[src/hdl/single_byte_to_utf8_transcoder_core_assert.svh]
// Assertion macros shared by the transcoder modules.
// Needs a clock and an active-low reset named at each use.
`ifndef SINGLE_BYTE_TO_UTF8_TRANSCODER_CORE_ASSERT_SVH
`define SINGLE_BYTE_TO_UTF8_TRANSCODER_CORE_ASSERT_SVH

// Consequent holds in the same cycle as the antecedent.
`define SBU8_ASSERT_NOW(label, clk_s, rst_s, ante, cons, msg) \
	label: assert property (@(posedge clk_s) disable iff (!rst_s) (ante) |-> (cons)) \
		else $error(msg);

// Consequent holds in the cycle after the antecedent.
`define SBU8_ASSERT_NEXT(label, clk_s, rst_s, ante, cons, msg) \
	label: assert property (@(posedge clk_s) disable iff (!rst_s) (ante) |=> (cons)) \
		else $error(msg);

`endif

[src/hdl/sbu8_pkg.sv]
// Shared types, codes and the Windows-1252 high-range table.
// No dependencies.
package sbu8_pkg;

	localparam logic [1:0] MODE_UTF8   = 2'd0;
	localparam logic [1:0] MODE_LATIN1 = 2'd1;
	localparam logic [1:0] MODE_CP1252 = 2'd2;

	localparam logic REG_SOURCE_MODE = 1'b0;
	localparam logic REG_LEAD_SKIP   = 1'b1;

	localparam logic [15:0] REPLACEMENT_CP = 16'hFFFD;

	typedef struct packed {
		logic [1:0] source_mode;
		logic [2:0] lead_skip;
	} cfg_t;

	// One encoded run of one to three UTF-8 bytes.
	typedef struct packed {
		logic [1:0] len;
		logic [7:0] b0;
		logic [7:0] b1;
		logic [7:0] b2;
	} run_t;

	typedef struct packed {
		logic full;
		logic empty;
	} q_stat_t;

	// Code points for 0x80..0x9F; zero marks an undefined byte.
	function automatic logic [15:0] cp1252_high(input logic [4:0] idx);
		logic [15:0] cp;
		case (idx)
			5'h00: cp = 16'h20AC;
			5'h02: cp = 16'h201A;
			5'h03: cp = 16'h0192;
			5'h04: cp = 16'h201E;
			5'h05: cp = 16'h2026;
			5'h06: cp = 16'h2020;
			5'h07: cp = 16'h2021;
			5'h08: cp = 16'h02C6;
			5'h09: cp = 16'h2030;
			5'h0A: cp = 16'h0160;
			5'h0B: cp = 16'h2039;
			5'h0C: cp = 16'h0152;
			5'h0E: cp = 16'h017D;
			5'h11: cp = 16'h2018;
			5'h12: cp = 16'h2019;
			5'h13: cp = 16'h201C;
			5'h14: cp = 16'h201D;
			5'h15: cp = 16'h2022;
			5'h16: cp = 16'h2013;
			5'h17: cp = 16'h2014;
			5'h18: cp = 16'h02DC;
			5'h19: cp = 16'h2122;
			5'h1A: cp = 16'h0161;
			5'h1B: cp = 16'h203A;
			5'h1C: cp = 16'h0153;
			5'h1E: cp = 16'h017E;
			5'h1F: cp = 16'h0178;
			default: cp = 16'h0000;
		endcase
		return cp;
	endfunction

endpackage

[src/hdl/sbu8_front.sv]
// Front end: accepts source bytes, drops leading stream bytes, encodes to UTF-8 runs.
// Depends on sbu8_pkg.
module sbu8_front import sbu8_pkg::*; (
	input  logic       clk,
	input  logic       arst_n,
	input  cfg_t       cfg,
	input  logic       in_valid,
	output logic       in_ready,
	input  logic [7:0] src_byte,
	input  logic       starts_stream,
	input  q_stat_t    stat,
	output logic       push,
	output run_t       push_run
);

	logic [2:0]  skip_left_q;
	logic [2:0]  skip_eff;
	logic        accept;
	logic [15:0] cp;
	logic [15:0] tab_cp;

	assign in_ready = !stat.full;
	assign accept   = in_valid && in_ready;
	assign skip_eff = starts_stream ? cfg.lead_skip : skip_left_q;
	assign push     = accept && (skip_eff == 3'd0);

	always_ff @(posedge clk or negedge arst_n) begin
		if (!arst_n) begin
			skip_left_q <= 3'd0;
		end else if (accept) begin
			skip_left_q <= (skip_eff != 3'd0) ? skip_eff - 3'd1 : 3'd0;
		end
	end

	assign tab_cp = cp1252_high(src_byte[4:0]);

	always_comb begin
		cp = {8'h00, src_byte};
		if (cfg.source_mode == MODE_CP1252 && (src_byte inside {[8'h80:8'h9F]})) begin
			cp = (tab_cp == 16'h0000) ? REPLACEMENT_CP : tab_cp;
		end
		push_run = '0;
		if (cfg.source_mode != MODE_LATIN1 && cfg.source_mode != MODE_CP1252) begin
			push_run.len = 2'd1;
			push_run.b0  = src_byte;
		end else if (cp < 16'h0080) begin
			push_run.len = 2'd1;
			push_run.b0  = cp[7:0];
		end else if (cp < 16'h0800) begin
			push_run.len = 2'd2;
			push_run.b0  = 8'hC0 | {3'b000, cp[10:6]};
			push_run.b1  = 8'h80 | {2'b00, cp[5:0]};
		end else begin
			push_run.len = 2'd3;
			push_run.b0  = 8'hE0 | {4'h0, cp[15:12]};
			push_run.b1  = 8'h80 | {2'b00, cp[11:6]};
			push_run.b2  = 8'h80 | {2'b00, cp[5:0]};
		end
	end

endmodule

[src/hdl/sbu8_queue.sv]
// Run queue between the front end and the byte serializer.
// Depends on sbu8_pkg and the assertion macro header.
`include "single_byte_to_utf8_transcoder_core_assert.svh"
module sbu8_queue import sbu8_pkg::*; #(
	parameter int QDEPTH = 4
) (
	input  logic    clk,
	input  logic    arst_n,
	input  logic    push,
	input  run_t    push_run,
	output q_stat_t stat,
	input  logic    pop,
	output run_t    head
);

	localparam int AW = (QDEPTH > 1) ? $clog2(QDEPTH) : 1;
	localparam int CW = $clog2(QDEPTH + 1);

	run_t          mem_q [QDEPTH];
	logic [AW-1:0] wr_ptr_q;
	logic [AW-1:0] rd_ptr_q;
	logic [CW-1:0] cnt_q;

	assign stat.full  = (cnt_q == CW'(QDEPTH));
	assign stat.empty = (cnt_q == '0);
	assign head       = mem_q[rd_ptr_q];

	always_ff @(posedge clk) begin
		if (push) begin
			mem_q[wr_ptr_q] <= push_run;
		end
	end

	always_ff @(posedge clk or negedge arst_n) begin
		if (!arst_n) begin
			wr_ptr_q <= '0;
			rd_ptr_q <= '0;
			cnt_q    <= '0;
		end else begin
			if (push) begin
				wr_ptr_q <= (wr_ptr_q == AW'(QDEPTH - 1)) ? '0 : wr_ptr_q + 1'b1;
			end
			if (pop) begin
				rd_ptr_q <= (rd_ptr_q == AW'(QDEPTH - 1)) ? '0 : rd_ptr_q + 1'b1;
			end
			if (push && !pop) begin
				cnt_q <= cnt_q + 1'b1;
			end else if (pop && !push) begin
				cnt_q <= cnt_q - 1'b1;
			end
		end
	end

	`SBU8_ASSERT_NOW(a_no_overflow, clk, arst_n, push, !stat.full || pop, "push into full queue")
	`SBU8_ASSERT_NOW(a_no_underflow, clk, arst_n, pop, !stat.empty, "pop from empty queue")
	`SBU8_ASSERT_NOW(a_head_len, clk, arst_n, !stat.empty, head.len != 2'd0, "queued run has no bytes")

endmodule

[src/hdl/sbu8_back.sv]
// Back end: serializes queued runs into UTF-8 bytes through an output register.
// Depends on sbu8_pkg and the assertion macro header.
`include "single_byte_to_utf8_transcoder_core_assert.svh"
module sbu8_back import sbu8_pkg::*; (
	input  logic       clk,
	input  logic       arst_n,
	input  q_stat_t    stat,
	input  run_t       head,
	output logic       pop,
	output logic       out_valid,
	input  logic       out_ready,
	output logic [7:0] out_byte,
	output logic       last_of_run
);

	logic [1:0] idx_q;
	logic       out_valid_q;
	logic [7:0] out_byte_q;
	logic       last_q;
	logic       load;
	logic       cur_last;
	logic [7:0] cur_byte;

	assign load     = !stat.empty && (!out_valid_q || out_ready);
	assign cur_last = ((idx_q + 2'd1) == head.len);
	assign pop      = load && cur_last;

	always_comb begin
		case (idx_q)
			2'd0:    cur_byte = head.b0;
			2'd1:    cur_byte = head.b1;
			default: cur_byte = head.b2;
		endcase
	end

	always_ff @(posedge clk or negedge arst_n) begin
		if (!arst_n) begin
			idx_q       <= 2'd0;
			out_valid_q <= 1'b0;
		end else if (load) begin
			out_valid_q <= 1'b1;
			idx_q       <= cur_last ? 2'd0 : idx_q + 2'd1;
		end else if (out_ready) begin
			out_valid_q <= 1'b0;
		end
	end

	always_ff @(posedge clk) begin
		if (load) begin
			out_byte_q <= cur_byte;
			last_q     <= cur_last;
		end
	end

	assign out_valid   = out_valid_q;
	assign out_byte    = out_byte_q;
	assign last_of_run = last_q;

	`SBU8_ASSERT_NOW(a_mid_run_head, clk, arst_n, idx_q != 2'd0, !stat.empty && idx_q < head.len, "run index past its head")
	`SBU8_ASSERT_NEXT(a_last_rewinds, clk, arst_n, pop, idx_q == 2'd0, "index not cleared after last byte")
	`SBU8_ASSERT_NEXT(a_load_shows, clk, arst_n, load, out_valid && out_byte == $past(cur_byte), "loaded byte not presented")

endmodule

[src/hdl/single_byte_to_utf8_transcoder_core.sv]
// Top level of the single-byte to UTF-8 transcoder: config registers and the three parts.
// Depends on sbu8_pkg, sbu8_front, sbu8_queue and sbu8_back.
//
//  Channel  Handshake            Payload
//  input    in_valid/in_ready    src_byte[7:0], starts_stream
//  output   out_valid/out_ready  out_byte[7:0], last_of_run
//  config   cfg_we               cfg_index (0 source_mode, 1 lead_skip), cfg_data[2:0]
//
// One output byte per cycle while out_ready is high and runs are queued: an
// item gives the back end one, two or three bytes by its UTF-8 encoding length;
// dropped items are taken and make no output. Input is taken every cycle while
// the run queue (QDEPTH entries) has room, so each side stalls on its own.
// Asynchronous reset clears the registers, the skip count and the queue.
module single_byte_to_utf8_transcoder_core import sbu8_pkg::*; #(
	parameter int QDEPTH = 4
) (
	input  logic       clk,
	input  logic       arst_n,
	input  logic       cfg_we,
	input  logic       cfg_index,
	input  logic [2:0] cfg_data,
	input  logic       in_valid,
	output logic       in_ready,
	input  logic [7:0] src_byte,
	input  logic       starts_stream,
	output logic       out_valid,
	input  logic       out_ready,
	output logic [7:0] out_byte,
	output logic       last_of_run
);

	cfg_t    cfg_q;
	q_stat_t stat;
	logic    push;
	run_t    push_run;
	logic    pop;
	run_t    head;

	always_ff @(posedge clk or negedge arst_n) begin
		if (!arst_n) begin
			cfg_q <= '0;
		end else if (cfg_we) begin
			case (cfg_index)
				REG_SOURCE_MODE: cfg_q.source_mode <= cfg_data[1:0];
				REG_LEAD_SKIP:   cfg_q.lead_skip   <= cfg_data;
				default:         cfg_q             <= cfg_q;
			endcase
		end
	end

	sbu8_front u_front (
		.clk           (clk),
		.arst_n        (arst_n),
		.cfg           (cfg_q),
		.in_valid      (in_valid),
		.in_ready      (in_ready),
		.src_byte      (src_byte),
		.starts_stream (starts_stream),
		.stat          (stat),
		.push          (push),
		.push_run      (push_run)
	);

	sbu8_queue #(.QDEPTH(QDEPTH)) u_queue (
		.clk      (clk),
		.arst_n   (arst_n),
		.push     (push),
		.push_run (push_run),
		.stat     (stat),
		.pop      (pop),
		.head     (head)
	);

	sbu8_back u_back (
		.clk         (clk),
		.arst_n      (arst_n),
		.stat        (stat),
		.head        (head),
		.pop         (pop),
		.out_valid   (out_valid),
		.out_ready   (out_ready),
		.out_byte    (out_byte),
		.last_of_run (last_of_run)
	);

endmodule
[config.mk]
export PLATFORM = sky130hd
export DESIGN_NAME = single_byte_to_utf8_transcoder_core
export DESIGN_NICKNAME = d
export VERILOG_FILES = /design/src/hdl/sbu8_pkg.sv /design/src/hdl/sbu8_front.sv /design/src/hdl/sbu8_queue.sv /design/src/hdl/sbu8_back.sv /design/src/hdl/single_byte_to_utf8_transcoder_core.sv
export VERILOG_INCLUDE_DIRS = /design/src /design/src/hdl
export SDC_FILE = /design/constraint.sdc
export NUM_CORES = 1
export LEC_CHECK = 0
export ABC_CLOCK_PERIOD_IN_PS = 5150
export BUFFER_PORTS_ARGS = -buffer_cell sky130_fd_sc_hd__buf_2
export CAP_MARGIN = 15
export CORE_MARGIN = 1.5
export CORE_UTILIZATION = 40
export DETAILED_ROUTE_END_ITERATION = 16
export GPL_TIMING_DRIVEN = 1
export SYNTH_ARGS = -nofsm -noshare
export SYNTH_HDL_FRONTEND = slang
export SYNTH_HIERARCHICAL = 1
export SYNTH_SLANG_ARGS = --single-unit
[constraint.sdc]
create_clock -name clk -period 5.15 [get_ports clk]
set_input_delay 0.515 -clock clk [delete_from_list [all_inputs] [get_ports clk]]
set_output_delay 0.515 -clock clk [all_outputs]
set_load 0.01 [all_outputs]
; ---- After elaboration in Yosys (flattened, before gate mapping)
; Memories as Yosys holds them, arrays and structs flattened.
; Cells that the tools add are included.
[word_totals]
register_bits = 27
ramBits = 104
romBits = 352
inputBits = 18
output_inout_bits = 11
n_memories = 2
[memory_table]
columns = name, depth, word_bits, rd, rd_ports_with_merged_regs, write_ports, line
row1 = (no name shown), 32, 11, 1, 0, 0, sbu8_pkg.sv:35  ; case (idx)
row2 = u_queue.mem_q, 4, 26, 1, 0, 1, sbu8_queue.sv:19  ; run_t mem_q [QDEPTH];
[op_classes]
n_addsub = 6
order_cmp = 4
eq_ne = 8
mux = 20
n_bitwise = 1
reduce_logical = 24
[op_table]
columns = cell, count
row1 = $mux 16, 4
row2 = $mux 10, 2
row3 = $mux 17, 1
row4 = $logic_not 16->1, 1
row5 = $lt 16x12->1 const B, 1
row6 = $lt 16x8->1 const B, 1
row7 = $pmux 8 s2, 1
row8 = $mux 3, 4
row9 = $logic_and 1x1->1, 9
row10 = $ge 8x8->1 const B, 1
row11 = $le 8x8->1 const B, 1
row12 = $mux 8, 1
row13 = $add 2x1->2 const B, 3
row14 = $eq 2x2->1 const B, 3
row15 = $logic_not 3->1, 2
row16 = $mux 2, 3
row17 = $sub 3x1->3 const B, 2
row18 = $logic_not 1->1, 5
row19 = $mux 1, 4
row20 = $reduce_and 2->1, 2
row21 = $reduce_bool 2->1, 2
row22 = $add 3x1->3 const B, 1
row23 = $eq 3x3->1 const B, 1
row24 = $reduce_bool 3->1, 1
row25 = other kinds (7), 7

; ---- Depth between registers and ports, before layout
; Gate-level depths: netlist (run 1).
[logic_depth]
depth_word = 8
depth_mapped = 13
mapped_depth_nobuf = 12

; ---- Modules after synthesis
; The synthesis (run 1) kept the hierarchy.
[by_module_without_submodules]
columns = mod, instances, cells_each, area_each_um2, seq_area_each_um2
row1 = sbu8_queue, 1, 173, 4217.8, 3298.2
row2 = sbu8_front, 1, 206, 1426.4, 75.1
row3 = sbu8_back, 1, 55, 608.1, 345.3
row4 = single_byte_to_utf8_transcoder_core, 1, 12, 193.9, 125.1

; ---- Worst setup path after synthesis (run 1)
; Ideal clock, no wire load.
[synth_timing]
kind = input to register
startpoint = input port src_byte[1]
endpoint = memory u_queue/mem_q[0][18] (netlist bit), data pin
setup_ns = 0.272
arrival_ns = 2.945
required_ns = 4.878
path_slack_ns = 1.934
path_stages = 12
path_buffers = 3
path_cell_list = buf_2 > inv_1 > ha_1 > buf_2 > and2_1 > nor2_1 > mux4_2 > nand4b_4 > or3_1 > buf_6 > and3_4 > a221o_1
[synth_rtl]
columns = element, line
row1 = from (decl), single_byte_to_utf8_transcoder_core.sv:24  ; input logic [7:0] src_byte,
row2 = to (decl), sbu8_queue.sv:19

==> run_results.csv, run 1 <==
group,metric,value,unit
run_status,status,"completed",
route,via_per_inst,5.37,
worst_setup_path,worst_setup_path_start_kind,"register",
clocking,cts-resized-gates,0,
global_route,initial_antenna_violation_count,0,
clocking,numCtsBuffers,17,
global_route,maximum_number_of_pins_on_one_net_before_global_route_repair,30,
logic_synthesis,netlist_instances,446,
sta,finalSetupTns,0,ns
power_and_ir_drop,power_per_cell_area,499,nW/um2
placement,buffer_ports.inserted,28,
route,avgRoutedWirePerCell,18.2,um
final_layout,drive_above_1_share,0.225,
global_route,via_count_of_the_first_global_routing_pass,3646,
min_path,min_path_type,"input pin to async pin",
sta,clock_skew,0.00702,ns
final_layout,diodes,0,
floorplan,fp.dieArea,16900,um2
logic_synthesis,async_flop_share,0.137,
worst_setup_path,endpoint_kind,"register",
sta,setup_violations,0,
clocking,clock-sinks,131,
power_and_ir_drop,p_total,0.00366,W
worst_setup_path,crit_path_cell_trace,"mux4_1, xor2_1, nor4_1, inv_1, ha_1, inv_1, fa_1, mux2_2",
logic_synthesis,synth_seq_cells,131,
route,detailed_routed_wire_length_on_met2,6.49,mm
logic_synthesis,seq_area_frac_synth,0.596,
sta,timing.final.ws_setup,1.69,ns
route,vias,3764,
floorplan,placeableCoreArea,15800,um2
route,drt_pass1_iterations,4,
sta,timing.fmax,0.289,GHz
logic_synthesis,synthesized_area_fraction_occupied_by_xor_and_xnor_cells,0.00815,
logic_synthesis,synth_top_cell_area_share,0.526,
route,antenna_violating_nets_post_route,0,
floorplan,fp.dieW,130,um
placement,gp_congestion,0.865,
global_route,grt_first_pass_wirelength,20.3,mm
clocking,tritoncts_clock_tree,"yes",
route,totalWireLength,12.8,mm
sta,final_worst_path_cycle_share,0.672,
global_route,globalRoute.totalOverflow,0,
logic_synthesis,synth_mux_area_frac,0.138,
final_layout,layout-area-overhead-vs-synth,13.7,%
logic_synthesis,synth-simple-area-share,0.0955,
worst_setup_path,path_class,"register to register",
worst_setup_path,critPathMaxFanout,16,
clocking,htree_levels,4,
route,routed.top_layer,"met4",
logic_synthesis,synth-compound-area-share,0.0769,
final_layout,final_net_count,511,
clocking,clk-insertion-delay-late,0.42,ns
worst_setup_path,critPathRequiredTime,5.45,ns
clocking,cts.hold.buffers_added,0,
logic_synthesis,synth-edff-count,113,
sta,timing.final.max_slew_violations,0,
floorplan,core.rowCount,46,
logic_synthesis,dominantRegCellSynth,"edfxtp_1",
logic_synthesis,avgSynthCellArea,14.5,um2
logic_synthesis,synthTopCellsByArea,"edfxtp_1, dfrtp_1, mux4_2",
sta,timing.slew.headroom,0.365,
logic_synthesis,synth_top_family_by_area,"multiplexers",
sta,timing_hold_violations_final,0,
logic_synthesis,adder_and_majority_gate_portion_of_the_synthesized_area,0.0419,
logic_synthesis,synth_cell_types,66,
floorplan,initial_core_util,0.407,
placement,pre_cts_ws,1.48,ns
worst_setup_path,worst_path_most_repeated_cell,"inv_1",
route,drcViolationCount,0,
flow_run,cap_viol_max_count,0,
worst_setup_path,critical_path.slowest_cell,"dfrtp_1",
route,wl_met3,403,um
global_route,global_route.usage.total,0.164,
sta,period_minus_slack,3.46,ns
sta,worstMarginPinSlew,0.949,ns
route,drtIter0Drc,315,
placement,hpwlAfterDp,8.36,mm
route,detail_route.wirelength.met1,5.67,mm
floorplan,io-pin-count,29,
logic_synthesis,post_synthesis_cell_area,6450,um2
floorplan,die_height,130,um
sta,rsz0062_at_grt,"false",
power_and_ir_drop,power.ir.vdd_worst,0.275,mV
clocking,post_cts.repair.setup_buffers,0,
clocking,maximum_clock_path_buffer_count,2,
clocking,path_clk_slew,0.06,ns
clocking,clock_tree.root_cell,"clkbuf_16",
logic_synthesis,netlist.top_cell.by_area,"edfxtp_1",
worst_setup_path,timing.critical_path.slowest_cell_delay,0.92,ns
logic_synthesis,yosysWarnings,6,
power_and_ir_drop,cellLeakagePower,2.68,nW
worst_setup_path,crit_arrival,3.76,ns
## metal layers
metal  vias up  global-route usage
met1      1900               0.215
met2        84               0.264
li1       1765                   -
met5         -                   0
met4         0              0.0791
met3        15              0.0308
## synthesized netlist by cell type (4+ instances only)
library cell  count
mux4_1            8
mux2i_1           8
nand3_1           6
edfxtp_1        113
mux2_2           10
mux4_2           20
buf_4             4
clkbuf_1          5
dfrtp_1          18
o21ai_0          15
a21oi_1          16
inv_1            24
or3_1             5
and3_1            6
nor3_1            7
nand2_1          35
buf_2            12
nand2b_1          9
and2_1            7
nor2_1           24
ha_1             20
a22oi_1           9
## per-stage QoR
step	std cells	cell area [um2]	utilization	hold WS, ns
after detailed placement	669	6710	0.424	0.479
after global routing	701	7330	0.463	0.0536
final	701	7330	0.463	0.0392
after floorplan	447	6450	-	0.219
after global placement	669	6710	0.424	0.475
after CTS	701	7330	0.463	0.0244
## state kept, by name, indices dropped and copies added, names as in the netlist
name / flops
cfg_q: 5
u_back/idx_q: 2
u_back/last_of_run: 1
u_back/out_byte: 8
u_back/out_valid: 1
u_front/skip_left_q: 3
u_queue/cnt_q: 3
u_queue/mem_q: 104
u_queue/rd_ptr_q: 2
u_queue/wr_ptr_q: 2
## cell type report
class	instances	area (um2)
repair buffers	32	170
fillers	1372	8500
well taps	216	270
clock buffers	17	425
clock inverters	15	191
multi-input cells	265	2330
inverters	25	95.1
flip-flops and latches	131	3840
## cells in the final DEF, fill, tap and decap left out, types with 4 or more instances in the layout
| master | synthesis | routed |
|---|---|---|
| mux2_2 | 10 | 10 |
| dfrtp_1 | 18 | 18 |
| and2_1 | 7 | 5 |
| and3_1 | 6 | 6 |
| mux4_1 | 8 | 8 |
| a22oi_1 | 9 | 9 |
| nor3_1 | 7 | 7 |
| buf_2 | 12 | 28 |
| mux2i_1 | 8 | 8 |
| inv_8 | 0 | 6 |
| o21ai_0 | 15 | 15 |
| nor2_1 | 24 | 24 |
| mux4_2 | 20 | 20 |
| clkbuf_16 | 0 | 17 |
| nand2_1 | 35 | 35 |
| nand2b_1 | 9 | 9 |
| or3_1 | 5 | 5 |
| a21oi_1 | 16 | 16 |
| ha_1 | 20 | 20 |
| edfxtp_1 | 113 | 113 |
| buf_4 | 4 | 4 |
| inv_1 | 24 | 24 |
| nand3_1 | 6 | 6 |
## power by group
group / switching [W] / internal, W
Clock: 0.000494 / 0.000740
Combinational: 0.000535 / 0.000443
Sequential: 0.0000943 / 0.00135
## worst paths after layout
| path | start | end | slack [ns] | cells past startpoint |
|---|---|---|---|---|
| hold / removal | arst_n | cfg_q[3] | 0.04 | 1 |
| setup reg to reg | u_queue/rd_ptr_q[0] | u_queue/cnt_q[1] | 1.69 | 8 |
| max in group asynchronous | arst_n | u_back/idx_q[0] | 4.79 | 1 |
| hold reg to reg | u_queue/cnt_q[2] | u_queue/cnt_q[2] | 0.50 | 1 |
| min in group clk | cfg_data[2] | cfg_q[2] | 0.31 | 2 |
| setup / recovery | u_queue/rd_ptr_q[0] | u_queue/cnt_q[1] | 1.69 | 8 |
## kinds of logic (layout without fill, tap and decap cells)
| group | count (synthesis) | in the layout |
|---|---|---|
| adder cells (fa/ha/maj) | 21 | 21 |
| other | 1 | 2 |
| AND/OR/NAND/NOR | 116 | 116 |
| flip-flops | 131 | 131 |
| AO/OA/AOI/OAI | 71 | 71 |
| buffers and inverters | 51 | 89 |
| multiplexers | 49 | 49 |
| XOR/XNOR | 6 | 6 |
## worst max-delay path, delay by kind of cell, from the launching register on
| family | cells | cell delay (ns) |
|---|---|---|
| multiplexers | 2 | 0.95 |
| flip-flops | 1 | 0.92 |
| adder cells (fa/ha/maj) | 2 | 0.63 |
| AND/OR/NAND/NOR | 1 | 0.49 |
| XOR/XNOR | 1 | 0.18 |
| buffers and inverters | 2 | 0.17 |
(Power assumes the default switching activity.)
==> run 2, diff against run 1 <==
- ABC_CLOCK_PERIOD_IN_PS: 5150 -> 3000
- clock period: 5.15 -> 3 ns (I/O delays scaled with it)
==> run 2 against run 1 <==
Effect of this change: sequential share of layout area is 1.1 points lower; wire length is 2.1% higher; worst hold slack better by 0.078 ns; via count is 2.3% higher; non-clock buffer count is 25 higher; highest routed layer unchanged; die area stayed put; maximum frequency is 25% higher; design area is 2.0% higher; cell count is 3.4% higher; total power is 70% higher; sequential cell count stayed put.
==> run_results.csv, run 2 (same netlist as run 1, synthesis figures left out) <==
group,metric,value,unit
global_route,grt_first_pass_wirelength,20.9,mm
worst_setup_path,path_class,"register to register",
sta,worstMarginPinSlew,0.566,ns
sta,hold_ws,0.117,ns
route,drtIter0Drc,262,
global_route,via_count_of_the_first_global_routing_pass,3867,
final_layout,final_net_count,536,
route,vias,3849,
global_route,global_route.usage.total,0.168,
run_status,status,"completed",
final_layout,diodes,0,
power_and_ir_drop,power_switching_share,0.298,
clocking,post_cts.repair.setup_buffers,0,
power_and_ir_drop,intPower,0.00436,W
final_layout,layout-area-overhead-vs-synth,16.0,%
route,avgRoutedWirePerCell,18.0,um
sta,timing.final.max_slew_violations,0,
global_route,globalRoute.totalOverflow,0,
final_layout,registers.top_by_ff_count,"u_queue/mem_q",
worst_setup_path,endpoint_kind,"register",
clocking,clk-insertion-delay-late,0.41,ns
final_layout,drive_above_1_share,0.253,
worst_setup_path,worst_setup_path_start_kind,"register",
sta,period_minus_slack,2.76,ns
clocking,tritoncts_clock_tree,"yes",
worst_setup_path,critPathRequiredTime,3.29,ns
power_and_ir_drop,clkPwrFrac,0.321,
sta,final_worst_path_cycle_share,0.920,
power_and_ir_drop,power_per_cell_area,831,nW/um2
power_and_ir_drop,cellLeakagePower,2.78,nW
power_and_ir_drop,p_switching,0.00185,W
floorplan,initial_core_util,0.407,
final_layout,most-common-layout-cells,"edfxtp_1, nand2_1, buf_2, buf_4",
clocking,maximum_clock_path_buffer_count,2,
final_layout,finish.instance_area,7480,um2
global_route,initial_antenna_violation_count,0,
sta,timing.fmax,0.362,GHz
final_layout,mostFrequentLayoutCell,"edfxtp_1",
clocking,cts-resized-gates,0,
floorplan,fp.dieArea,16900,um2
route,drt_pass1_iterations,4,
floorplan,io-pin-count,29,
route,antenna_violating_nets_post_route,0,
placement,hpwlAfterDp,8.89,mm
clocking,clock_tree.root_cell,"clkbuf_16",
sta,timing.slew.headroom,0.619,
sta,setup_violations,0,
final_layout,largest_register_ffs,104,
floorplan,fp.dieW,130,um
power_and_ir_drop,power_frac_seq,0.394,
final_layout,final_cell_utilization_of_the_core,0.472,
sta,timing.final.ws_setup,0.240,ns
clocking,numCtsBuffers,17,
floorplan,core.rowCount,46,
route,via_per_inst,5.31,
placement,pre_cts_ws,-0.0885,ns
power_and_ir_drop,power_frac_comb,0.285,
placement,placed_area,6890,um2
floorplan,die_height,130,um
clocking,path_clk_slew,0.06,ns
sta,clock_skew,0.00887,ns
floorplan,placeableCoreArea,15800,um2
worst_setup_path,critPathMaxFanout,4,
route,totalWireLength,13.0,mm
global_route,maximum_number_of_pins_on_one_net_before_global_route_repair,29,
sta,finalSetupTns,0,ns
clocking,htree_levels,4,
flow_run,cap_viol_max_count,0,
power_and_ir_drop,power.ir.vdd_worst,0.480,mV
min_path,min_path_type,"input pin to register",
sta,timing_hold_violations_final,0,
placement,gp_congestion,0.896,
clocking,clock-sinks,131,
placement,buffer_ports.inserted,28,
sta,rsz0062_at_grt,"false",
clocking,cts.hold.buffers_added,1,
route,drcViolationCount,0,
worst_setup_path,crit_arrival,3.05,ns
## run 2: area by class of cell
type	instances	area (um2)
Sequential cell	131	3840
Clock inverter	14	154
Clock buffer	17	425
Multi-Input combinational cell	265	2330
Timing Repair Buffer	57	360
Tap cell	216	270
Inverter	25	95.1
Fill cell	1384	8350
## run 2: worst max-delay path: stages (launching register included)
cell,delay [ns]
dfrtp_1,0.44
mux4_1,0.59
xor2_1,0.18
nor4_1,0.27
buf_4,0.17
inv_1,0.04
ha_1,0.19
inv_1,0.08
fa_1,0.41
mux2_2,0.27
## run 2: routing by layer
layer,up-vias,global-route usage,part of all wire
met2,85,0.293,0.52
met4,0,0.0634,0.0095
met3,8,0.0344,0.036
met5,-,0,0
li1,1801,-,-
met1,1955,0.206,0.44
## run 2: path summary, 6_finish.rpt
check	start	to	slack, ns	cells past startpoint
worst max-delay path	u_queue/rd_ptr_q[0]	u_queue/cnt_q[1]	0.24	9
max in group asynchronous	arst_n	u_front/skip_left_q[1]	2.32	2
worst min-delay path	cfg_data[2]	cfg_q[2]	0.12	2
min in group asynchronous	arst_n	cfg_q[0]	0.37	2
worst max register to register	u_queue/rd_ptr_q[0]	u_queue/cnt_q[1]	0.24	9
worst min register to register	u_queue/cnt_q[2]	u_queue/cnt_q[2]	0.49	1
## run 2: per-stage QoR
stage,instances,power (W)
after floorplan,447,0.00382
after global placement,693,0.00423
after detailed placement,693,0.00429
after CTS,725,0.00630
after global routing,725,0.00655
final,725,0.00621
## run 2: power by group through the flow
stage                     clock network (W)  logic (W)  registers [W]
after CTS                           0.00204    0.00181        0.00245
after floorplan                           0    0.00134        0.00249
final                               0.00199    0.00177        0.00245
after global routing                0.00211    0.00196        0.00248
after detailed placement                  0    0.00181        0.00248
after global placement                    0    0.00176        0.00247
